### src/rtl/u2u8_pkg.sv
// Package for the UTF-16 to UTF-8 encoder.
// Holds the transfer job type, field widths and the BMP byte encoder.
// No dependencies.
package u2u8_pkg;

    localparam int UNIT_W       = 16;
    localparam int BYTE_W       = 8;
    localparam int JOB_BYTES    = 6;
    localparam int CNT_W        = 3;
    localparam int QUEUE_DEPTH  = 2;

    localparam logic [5:0] HI_SURR_TAG = 6'b110110;
    localparam logic [5:0] LO_SURR_TAG = 6'b110111;
    localparam logic [4:0] HI_SURR_TOP = 5'b11011;

    localparam logic [7:0] LEAD1 = 8'h00;
    localparam logic [7:0] LEAD2 = 8'hC0;
    localparam logic [7:0] LEAD3 = 8'hE0;
    localparam logic [7:0] LEAD4 = 8'hF0;
    localparam logic [7:0] CONT  = 8'h80;

    typedef struct packed {
        logic [JOB_BYTES-1:0][BYTE_W-1:0] seq;
        logic [CNT_W-1:0]                 count;
        logic                             str_end;
    } job_t;

    typedef struct packed {
        logic [2:0][BYTE_W-1:0] b;
        logic [1:0]             n;
    } bmp_enc_t;

    function automatic bmp_enc_t enc_bmp(input logic [UNIT_W-1:0] c);
        bmp_enc_t r;
        r = '0;
        if (c[15:7] == 9'd0)
        begin
            r.b[0] = LEAD1 | {1'b0, c[6:0]};
            r.n    = 2'd1;
        end
        else if (c[15:11] == 5'd0)
        begin
            r.b[0] = LEAD2 | {3'b000, c[10:6]};
            r.b[1] = CONT | {2'b00, c[5:0]};
            r.n    = 2'd2;
        end
        else
        begin
            r.b[0] = LEAD3 | {4'b0000, c[15:12]};
            r.b[1] = CONT | {2'b00, c[11:6]};
            r.b[2] = CONT | {2'b00, c[5:0]};
            r.n    = 2'd3;
        end
        return r;
    endfunction

endpackage

### src/rtl/u2u8_front.sv
// Front end: accepts code units, pairs surrogates and builds byte jobs.
// Depends on u2u8_pkg.
module u2u8_front (
    input  logic                            clk,
    input  logic                            rst_n,
    input  logic                            accept,
    input  logic [u2u8_pkg::UNIT_W-1:0]     code_unit,
    input  logic                            last_unit,
    output logic                            job_push,
    output u2u8_pkg::job_t                  job
);
    import u2u8_pkg::*;

    logic        held_valid_reg, held_valid_next;
    logic [9:0]  held_bits_reg, held_bits_next;
    logic        is_hi, is_lo, new_en;
    logic [4:0]  plane;
    bmp_enc_t    flush_enc, new_enc;

    assign is_hi  = code_unit[15:10] == HI_SURR_TAG;
    assign is_lo  = code_unit[15:10] == LO_SURR_TAG;
    assign new_en = !(is_hi && !last_unit);
    assign plane  = {1'b0, held_bits_reg[9:6]} + 5'd1;

    always_comb
    begin
        flush_enc = enc_bmp({HI_SURR_TOP, 1'b0, held_bits_reg});
        new_enc   = enc_bmp(code_unit);
    end

    always_comb
    begin
        job             = '0;
        job.str_end     = last_unit;
        held_valid_next = held_valid_reg;
        held_bits_next  = held_bits_reg;
        if (held_valid_reg && is_lo)
        begin
            job.seq[0]      = LEAD4 | {5'd0, plane[4:2]};
            job.seq[1]      = CONT | {2'b00, plane[1:0], held_bits_reg[5:2]};
            job.seq[2]      = CONT | {2'b00, held_bits_reg[1:0], code_unit[9:6]};
            job.seq[3]      = CONT | {2'b00, code_unit[5:0]};
            job.count       = 3'd4;
            held_valid_next = 1'b0;
            held_bits_next  = '0;
        end
        else
        begin
            if (held_valid_reg)
            begin
                job.seq[0] = flush_enc.b[0];
                job.seq[1] = flush_enc.b[1];
                job.seq[2] = flush_enc.b[2];
                job.count  = 3'd3;
                if (new_en)
                begin
                    job.seq[3] = new_enc.b[0];
                    job.seq[4] = new_enc.b[1];
                    job.seq[5] = new_enc.b[2];
                    job.count  = 3'd3 + {1'b0, new_enc.n};
                end
            end
            else if (new_en)
            begin
                job.seq[0] = new_enc.b[0];
                job.seq[1] = new_enc.b[1];
                job.seq[2] = new_enc.b[2];
                job.count  = {1'b0, new_enc.n};
            end
            held_valid_next = !new_en;
            held_bits_next  = new_en ? 10'd0 : code_unit[9:0];
        end
    end

    assign job_push = accept && (job.count != 3'd0);

    always_ff @(posedge clk or negedge rst_n)
    begin
        if (!rst_n)
        begin
            held_valid_reg <= 1'b0;
            held_bits_reg  <= '0;
        end
        else if (accept)
        begin
            held_valid_reg <= held_valid_next;
            held_bits_reg  <= held_bits_next;
        end
    end

    a_end_clears_held: assert property (@(posedge clk) disable iff (!rst_n)
        accept && last_unit |=> !held_valid_reg)
        else $error("surrogate still held after end of string");

    a_silent_only_on_hold: assert property (@(posedge clk) disable iff (!rst_n)
        accept && !job_push |=> held_valid_reg && !$past(held_valid_reg))
        else $error("unit produced no bytes without being held");

endmodule

### src/rtl/u2u8_queue.sv
// Job queue between the front end and the byte serialiser.
// Depends on u2u8_pkg.
module u2u8_queue #(
    parameter int DEPTH = u2u8_pkg::QUEUE_DEPTH
) (
    input  logic            clk,
    input  logic            rst_n,
    input  logic            push,
    input  u2u8_pkg::job_t  push_job,
    input  logic            pop,
    output u2u8_pkg::job_t  head,
    output logic            full,
    output logic            empty
);
    import u2u8_pkg::*;

    localparam int PTR_W = (DEPTH > 1) ? $clog2(DEPTH) : 1;
    localparam int CNT_QW = $clog2(DEPTH + 1);

    job_t                entry_reg [DEPTH];
    logic [PTR_W-1:0]    wr_ptr_reg, rd_ptr_reg;
    logic [CNT_QW-1:0]   fill_reg;

    assign full  = fill_reg == CNT_QW'(DEPTH);
    assign empty = fill_reg == '0;
    assign head  = entry_reg[rd_ptr_reg];

    always_ff @(posedge clk)
    begin
        if (push)
        begin
            entry_reg[wr_ptr_reg] <= push_job;
        end
    end

    always_ff @(posedge clk or negedge rst_n)
    begin
        if (!rst_n)
        begin
            wr_ptr_reg <= '0;
            rd_ptr_reg <= '0;
            fill_reg   <= '0;
        end
        else
        begin
            if (push)
            begin
                wr_ptr_reg <= (wr_ptr_reg == PTR_W'(DEPTH - 1)) ? '0 : wr_ptr_reg + 1'b1;
            end
            if (pop)
            begin
                rd_ptr_reg <= (rd_ptr_reg == PTR_W'(DEPTH - 1)) ? '0 : rd_ptr_reg + 1'b1;
            end
            if (push && !pop)
            begin
                fill_reg <= fill_reg + 1'b1;
            end
            else if (pop && !push)
            begin
                fill_reg <= fill_reg - 1'b1;
            end
        end
    end

    a_no_overflow: assert property (@(posedge clk) disable iff (!rst_n)
        push |-> !full)
        else $error("job pushed into full queue");

    a_no_underflow: assert property (@(posedge clk) disable iff (!rst_n)
        pop |-> !empty)
        else $error("job popped from empty queue");

endmodule

### src/rtl/u2u8_back.sv
// Back end: serialises queued jobs into UTF-8 bytes through an output register.
// Depends on u2u8_pkg.
module u2u8_back (
    input  logic                            clk,
    input  logic                            rst_n,
    input  u2u8_pkg::job_t                  head,
    input  logic                            empty,
    output logic                            pop,
    output logic                            out_valid,
    input  logic                            out_ready,
    output logic [u2u8_pkg::BYTE_W-1:0]     out_byte,
    output logic                            run_last,
    output logic                            string_end
);
    import u2u8_pkg::*;

    logic [CNT_W-1:0]  idx_reg;
    logic              out_valid_reg;
    logic [BYTE_W-1:0] out_byte_reg;
    logic              run_last_reg, string_end_reg;
    logic              load, at_last;

    assign load    = !empty && (!out_valid_reg || out_ready);
    assign at_last = idx_reg == (head.count - 3'd1);
    assign pop     = load && at_last;

    always_ff @(posedge clk or negedge rst_n)
    begin
        if (!rst_n)
        begin
            idx_reg       <= '0;
            out_valid_reg <= 1'b0;
        end
        else
        begin
            if (load)
            begin
                out_valid_reg <= 1'b1;
                idx_reg       <= at_last ? '0 : idx_reg + 1'b1;
            end
            else if (out_ready)
            begin
                out_valid_reg <= 1'b0;
            end
        end
    end

    always_ff @(posedge clk)
    begin
        if (load)
        begin
            out_byte_reg   <= head.seq[idx_reg];
            run_last_reg   <= at_last;
            string_end_reg <= at_last && head.str_end;
        end
    end

    assign out_valid  = out_valid_reg;
    assign out_byte   = out_byte_reg;
    assign run_last   = run_last_reg;
    assign string_end = string_end_reg;

    a_idx_in_job: assert property (@(posedge clk) disable iff (!rst_n)
        !empty |-> idx_reg < head.count)
        else $error("byte index past end of job");

    a_end_on_run_last: assert property (@(posedge clk) disable iff (!rst_n)
        out_valid && string_end |-> run_last)
        else $error("string end without run end");

endmodule

### src/rtl/utf16_to_utf8_encoder.sv
// Top level of the UTF-16 to UTF-8 encoder.
// Depends on u2u8_pkg, u2u8_front, u2u8_queue and u2u8_back.
//
// Input channel: code_unit and last_unit, transferred when in_valid and
// in_ready are both high. Output channel: out_byte, run_last and string_end,
// transferred when out_valid and out_ready are both high.
// A high surrogate that is not the last unit is held until the next unit;
// a pair gives four bytes, other units one to three, a flushed one three more.
// The front end turns each unit into a job of up to six bytes in the same
// cycle and pushes it into a QUEUE_DEPTH-entry job queue. The back end sends
// one byte per cycle while the receiver is ready, from the queue head through
// an output register, so the first byte of a unit passes through the queue
// entry and then the output register before it appears; the single output
// byte lane sets the sustained rate.
// in_ready drops only while the job queue is full; the front end keeps
// accepting while the output register waits on a stalled receiver.
// Reset empties the queue, clears the held surrogate and the output valid.
module utf16_to_utf8_encoder #(
    parameter int QUEUE_DEPTH = u2u8_pkg::QUEUE_DEPTH
) (
    input  logic                            clk,
    input  logic                            rst_n,
    input  logic                            in_valid,
    output logic                            in_ready,
    input  logic [u2u8_pkg::UNIT_W-1:0]     code_unit,
    input  logic                            last_unit,
    output logic                            out_valid,
    input  logic                            out_ready,
    output logic [u2u8_pkg::BYTE_W-1:0]     out_byte,
    output logic                            run_last,
    output logic                            string_end
);
    import u2u8_pkg::*;

    job_t  job, head;
    logic  job_push, pop, full, empty, accept;

    assign in_ready = !full;
    assign accept   = in_valid && in_ready;

    u2u8_front u_front (
        .clk       (clk),
        .rst_n     (rst_n),
        .accept    (accept),
        .code_unit (code_unit),
        .last_unit (last_unit),
        .job_push  (job_push),
        .job       (job)
    );

    u2u8_queue #(
        .DEPTH (QUEUE_DEPTH)
    ) u_queue (
        .clk      (clk),
        .rst_n    (rst_n),
        .push     (job_push),
        .push_job (job),
        .pop      (pop),
        .head     (head),
        .full     (full),
        .empty    (empty)
    );

    u2u8_back u_back (
        .clk        (clk),
        .rst_n      (rst_n),
        .head       (head),
        .empty      (empty),
        .pop        (pop),
        .out_valid  (out_valid),
        .out_ready  (out_ready),
        .out_byte   (out_byte),
        .run_last   (run_last),
        .string_end (string_end)
    );

endmodule
### config.mk
export PLATFORM = sky130hd
export DESIGN_NAME = utf16_to_utf8_encoder
export DESIGN_NICKNAME = d
export VERILOG_FILES = /design/src/rtl/u2u8_pkg.sv /design/src/rtl/u2u8_front.sv /design/src/rtl/u2u8_queue.sv /design/src/rtl/u2u8_back.sv /design/src/rtl/utf16_to_utf8_encoder.sv
export SDC_FILE = /design/constraint.sdc
export NUM_CORES = 1
export LEC_CHECK = 0
export ABC_AREA = 1
export BUFFER_PORTS_ARGS = -buffer_cell sky130_fd_sc_hd__buf_2
export CORE_ASPECT_RATIO = 1.1
export CORE_UTILIZATION = 55
export DETAILED_ROUTE_END_ITERATION = 8
export PLACE_DENSITY = 0.81
export RECOVER_POWER = 100
export SYNTH_ARGS = -nofsm -noshare
export SYNTH_HDL_FRONTEND = slang
export SYNTH_SLANG_ARGS = --single-unit
### constraint.sdc
create_clock -name clk -period 7.94 [get_ports clk]
set_input_delay 1.191 -clock clk [delete_from_list [all_inputs] [get_ports clk]]
set_output_delay 1.191 -clock clk [all_outputs]
set_load 0.01 [all_outputs]
# --- After elaboration in Yosys (flattened, before gate mapping) ---
# Memories as Yosys holds them, arrays and structs flattened.
# Cells that the tools add are included.
classes:
  n_addsub: 8
  magnitude_cmp: 1
  n_eq_ne: 4
  muxes: 25
  reduce_logical: 22
op_table:
  columns: ["operator", "count"]
  rows:
  - ["$mux 27", 2]
  - ["$mux 16", 3]
  - ["$mux 24", 2]
  - ["$mux 35", 1]
  - ["$mux 10", 3]
  - ["$bmux 8 s3", 1]
  - ["$mux 8", 2]
  - ["$eq 6x6->1 const B", 2]
  - ["$logic_and 1x1->1", 9]
  - ["$logic_not 9->1", 1]
  - ["$mux 1", 7]
  - ["$logic_not 1->1", 6]
  - ["$mux 3", 2]
  - ["$add 4x1->5 const B", 1]
  - ["$logic_not 5->1", 1]
  - ["$lt 3x4->1 const B", 1]
  - ["$mux 2", 2]
  - ["$reduce_bool 2->1", 2]
  - ["$add 2x2->3 const A", 1]
  - ["$add 3x1->3 const B", 1]
  - ["$eq 3x3->1", 1]
  - ["$reduce_bool 3->1", 1]
  - ["$sub 3x1->3 const B", 1]
  - ["$add 1x1->1 const B", 2]
  - ["other kinds (5)", 5]
totals:
  regBits: 29
  mem_bits_rw: 104
  input_bits: 21
  out_inout_bits: 12
  wordCells: 71
  n_memories: 1
mem_list:
  columns: ["name", "words", "width", "read_ports", "rd_ports_with_merged_regs", "write_ports", "line", "text"]
  rows:
  - ["u_queue.entry_reg", 2, 52, 1, 0, 1, "u2u8_queue.sv:20", "job_t entry_reg [DEPTH];"]

# --- Longest topological paths before layout ---
logic_depth:
  depth_word: 13
  mapped_depth: 15
  depth_no_buf: 15

# --- Hierarchy ---
# A second synthesis with hierarchy kept.
unflattened:
  hier_cells: 579
  hier_area_um2: 6646.4
by_module_without_submodules:
  columns: ["mod", "n_inst", "cells_per_inst", "area_per_inst_um2", "seq_area_each_um2"]
  rows:
  - ["u2u8_queue", 1, 187, 4210.3, 3223.1]
  - ["u2u8_front", 1, 229, 1347.5, 275.3]
  - ["u2u8_back", 1, 160, 1074.8, 400.4]
  - ["utf16_to_utf8_encoder", 1, 3, 13.8, 0.0]

# --- Worst setup path before layout ---
# No wires, ideal clock.
synth_path:
  kind: "input to register"
  from: "input code_unit[10] in the netlist's numbering"
  to: "memory u_queue.entry_reg[1][0] in the netlist's numbering, enable pin"
  setup_time_ns: 0.453
  t_arrival_ns: 3.734
  t_required_ns: 7.487
  slack_ns: 3.753
  stages: 8
  n_path_buf: 0
  path_cell_list: "inv_1 nand2_1 nor2_1 nand2_2 clkinv_2 nand2_1 nand2_1 nor2_1"
synth_via:
  elab_chain_cells: 10
  elab_cells_between_ends: 15
  cone_classes: "add/sub (1); eq/ne (2); mux (7); reduce/logical (5)"
synth_lines:
  columns: ["item", "line", "text"]
  rows:
  - ["start, declared", "utf16_to_utf8_encoder.sv:25", "input logic [u2u8_pkg::UNIT_W-1:0] code_unit,"]
  - ["$logic_not 9->1", "u2u8_pkg.sv:36", "if (c[15:7] == 9'd0)"]
  - ["$mux 10", "u2u8_pkg.sv:36", null]
  - ["$add 2x2->3", "u2u8_front.sv:60", "job.count = 3'd3 + {1'b0, new_enc.n};"]
  - ["$mux 3", "u2u8_front.sv:55", "if (new_en)"]
  - ["$mux 27", "u2u8_front.sv:49", "if (held_valid_reg)"]
  - ["$mux 35 (*)", "u2u8_front.sv:37", "if (held_valid_reg && is_lo)"]
  - ["$reduce_bool 3->1 (*)", "u2u8_front.sv:75", "assign job_push = accept && (job.count != 3'd0);"]
  - ["$logic_and 1x1->1 (*)", "u2u8_front.sv:75", null]
  - ["$mux 1 (*)", "u2u8_queue.sv:30", "if (push)"]
  - ["$mux 1 (implied by the code) (*)", "u2u8_queue.sv:32", "entry_reg[wr_ptr_reg] <= push_job;"]
  - ["end, declared", "u2u8_queue.sv:20", null]
# Mark *: on every way between the ends. The rest lies on a longest branch, timed or not.

# --- Worst setup path in the final report ---
layout_path:
  from: "input in_valid"
  to: "memory u_queue.entry_reg[0][25] in the netlist's numbering, enable pin"
layout_via:
  elab_chain_cells: 4
layout_lines:
  columns: ["item", "line", "text"]
  rows:
  - ["start, declared", "utf16_to_utf8_encoder.sv:23", "input logic in_valid,"]
  - ["$logic_and 1x1->1", "utf16_to_utf8_encoder.sv:39", "assign accept = in_valid && in_ready;"]
  - ["$logic_and 1x1->1", "u2u8_front.sv:75", null]
  - ["$mux 1", "u2u8_queue.sv:30", null]
  - ["$mux 1 (implied by the code)", "u2u8_queue.sv:32", null]
# Every way passes these cells.

==> metrics.md <==
| Metric | Value |
|---|---|
| Root Buffer | clkbuf_8 |
| FF-to-FF End | u_back.out_byte[3] |
| Pre-CTS setup slack | 4.11 ns |
| Clock sink count | 123 |
| Fin nets | 609 |
| Tcrit/Tclk final | 60.8% |
| Slack of the critical path | 3.11 ns |
| Reg2reg start | u_queue.rd_ptr_reg |
| Reg2Reg Depth | 6 |
| Tmin final | 4.83 ns |
| Final Util | 64.1% |
| Post-DR wirelength/cell | 20.4 µm |
| Pleak | 0.00248 µW |
| Top cell type's share of synthesized area | 55.4% |
| Pint | 1520 µW |
| Leading area contributor after synthesis | edfxtp_1 |
| # fillers | 780 |
| Sequential share of power | 41.4% |
| H-Tree Depth | 4 |
| CP Class | input port to flop |
| Seq cells post-synth | 123 |
| Setup TNS | 0 ns |
| Register area share after synthesis | 63.8% |
| Clk network pwr share | 31.0% |
| Hpwl dp | 9690 µm |
| Worst path required time | 8.02 ns |
| Effective utilization at floorplan | 56.8% |
| CTS buffer count | 17 |
| Worst-skew pair later-pin latency | 0.53 ns |
| Layout cells sized above 1 | 9.05% |
| Via density | 6.16 |
| Post-CTS Resized | 0 |
| Post-synthesis net count | 573 |
| Syn_area_per_cell | 10.3 µm² |
| Hold Vio Cnt, Final | 0 |
| First-pass GRT wire length | 22,600 µm |
| PwrDens | 362 mW/mm² |
| Maxcap violations | 4 |
| Worst Setup EP | u_queue.entry_reg[0][25] |
| Crit start category | input port |
| IO Pins | 33 |
| Max reg flops | 94 |
| Maximum vdd drop | 163 µV |
| Fin. max-slew vios | 126 |
| GP Congestion | 0.928 |
| DR DRC count | 0 |
| Worst hold path class | flop to flop |
| CTS tree | yes |
| Worst-path clk slew | 0.06 ns |
| Synthesized area | 0.00564 mm² |
| Antenna cell count | 0 |
| Vias in the first global route | 4,357 |
| Core ar. | 0.00994 mm² |
| Sw Ratio | 34.3% |
| Setup Fix Bufs, Post-CTS | 0 |
| 1st-iter DRT viols | 576 |
| Max_slew headroom | -75.7% |
| Synth unique cells | 32 |
| GRT Total Usage | 29.5% |
| Status | finished, violations left |
| Critical Path Start | in_valid |
| ANT nets after route | 0 |
| Die area | 0.0107 mm² |
| Port buffer count | 32 |
| Switching power | 791 µW |
| CP endpoint kind | flop |
| Failing checks | max-capacitance violations, max-slew violations |
| Placed cell area | 0.00589 mm² |
| Peak Freq | 0.207 GHz |
| Top cells by area, synth | edfxtp_1 (55%), dfrtp_1 (8.4%), nand2_1 (6.7%) |
| DR vias | 4,414 |
| Finished Cell Area | 0.00637 mm² |
| Most frequent cells in the layout | edfxtp_1 (104), nand2_1 (102), nor2_1 (88) |
| CTS max path bufs | 2 |
| Clock Skews | 0.0111 ns |
| Hold buffer count at cts | 0 |
| Placement Rows | 38 |
| Cell count after synthesis | 548 |
| Area growth, synth to finish | 12.9% |
| Die height | 108 µm |
| Die width | 98.6 µm |
| CP Data Arrival Time | 4.91 ns |
| R2R setup slack | 3.41 ns |
| Worst-margin pin slew | 2.64 ns |
| Drt total wl | 14,600 µm |
| Worst-path fanout max | 47 |
| RSZ-0062 raised after global routing | no |
| Commonest non-fill, non-tap cell in the layout | edfxtp_1 |
| Congestion Overflow GR | 0 |
| Comb pwr share | 27.6% |
| # setup viols final | 0 |
| YS warnings | 0 |
| DRT Pass-1 Iters | 6 |
| Largest net degree at the start of global routing | 53 |
| Initial antenna violation count | 0 |
[cell families (layout without fill, tap and decap cells)]
group | count (synthesis) | count (layout) | share of synthesized area [%]
AO/OA/AOI/OAI | 112 | 112 | 11.6
flip-flops | 123 | 123 | 63.8
multiplexers | 1 | 1 | 0.177
AND/OR/NAND/NOR | 234 | 234 | 17.5
adder cells (fa/ha/maj) | 4 | 4 | 0.887
buffers and inverters | 68 | 117 | 5.17
XOR/XNOR | 6 | 6 | 0.932
[power groups by stage]
stage	sequential (µW)	clock, µW	combinational (µW)
after CTS	946	718	650
after floorplan	964	0	430
after detailed placement	956	0	640
after global placement	950	0	615
final	955	716	636
after global routing	967	743	699
[cells in the mapped netlist, drive strengths merged]
library cell and n:
buf 11, o21ai 67, clkbuf 9, o21a 1, o22ai 16, ha 4, and2 4, edfxtp 104
nor2 91, mux2i 1, xnor2 1, inv 47, a21oi 6, xor2 5, dfrtp 19, nand2 104
nor4 2, nand3 31, nand4 2, clkinv 1, o211ai 21, a21boi 1
[critical path, stage by stage]
cell and delay, ns:
clkbuf_1 0.15, a21boi_0 1.17, nand2_1 0.34, nor2_4 0.16
clkbuf_1 1.88
[layer usage]
metal	up-vias	GRT usage, %	part of all wire [%]	wire length, µm
met5	-	0	0	0
met4	0	19.0	5.6	820
met3	59	7.82	8.5	1240
met2	267	47.9	49	7170
met1	2119	35.2	37	5410
li1	1969	-	-	-
[worst min path at each step]
| stage | cells past startpoint | startpoint | slack [ns] | to |
|---|---|---|---|---|
| floorplan | 1 | u_queue.fill_reg[0] | 0.45 | u_queue.fill_reg[0] |
| global placement | 1 | u_queue.fill_reg[0] | 0.46 | u_queue.fill_reg[0] |
| detailed placement | 1 | u_queue.fill_reg[0] | 0.47 | u_queue.fill_reg[0] |
| CTS | 1 | u_queue.fill_reg[0] | 0.49 | u_queue.fill_reg[0] |
| global route | 1 | u_queue.fill_reg[0] | 0.52 | u_queue.fill_reg[0] |
| finish | 1 | u_queue.fill_reg[0] | 0.49 | u_queue.fill_reg[0] |
[metrics by stage]
stage | instances | hold WS [ns] | total power [µW]
4_1_cts | 717 | 0.487 | 2310
2_1_floorplan | 548 | 0.446 | 1390
3_3_place_gp | 685 | 0.461 | 1570
5_1_grt | 717 | 0.516 | 2410
6_report | 717 | 0.493 | 2310
3_5_place_dp | 685 | 0.474 | 1600
[layout make-up]
type                       count  area, µm²  share of cell area [%]
multi-input combinational    357       1710                    26.9
sequential                   123       3600                    56.5
clock inverter                 9       55.1                   0.864
tap                          120        150                    2.36
timing repair buffer          37        164                    2.57
clock buffer                  23        509                    8.00
inverter                      48        181                    2.85
Power figures use the tool's default switching activity.
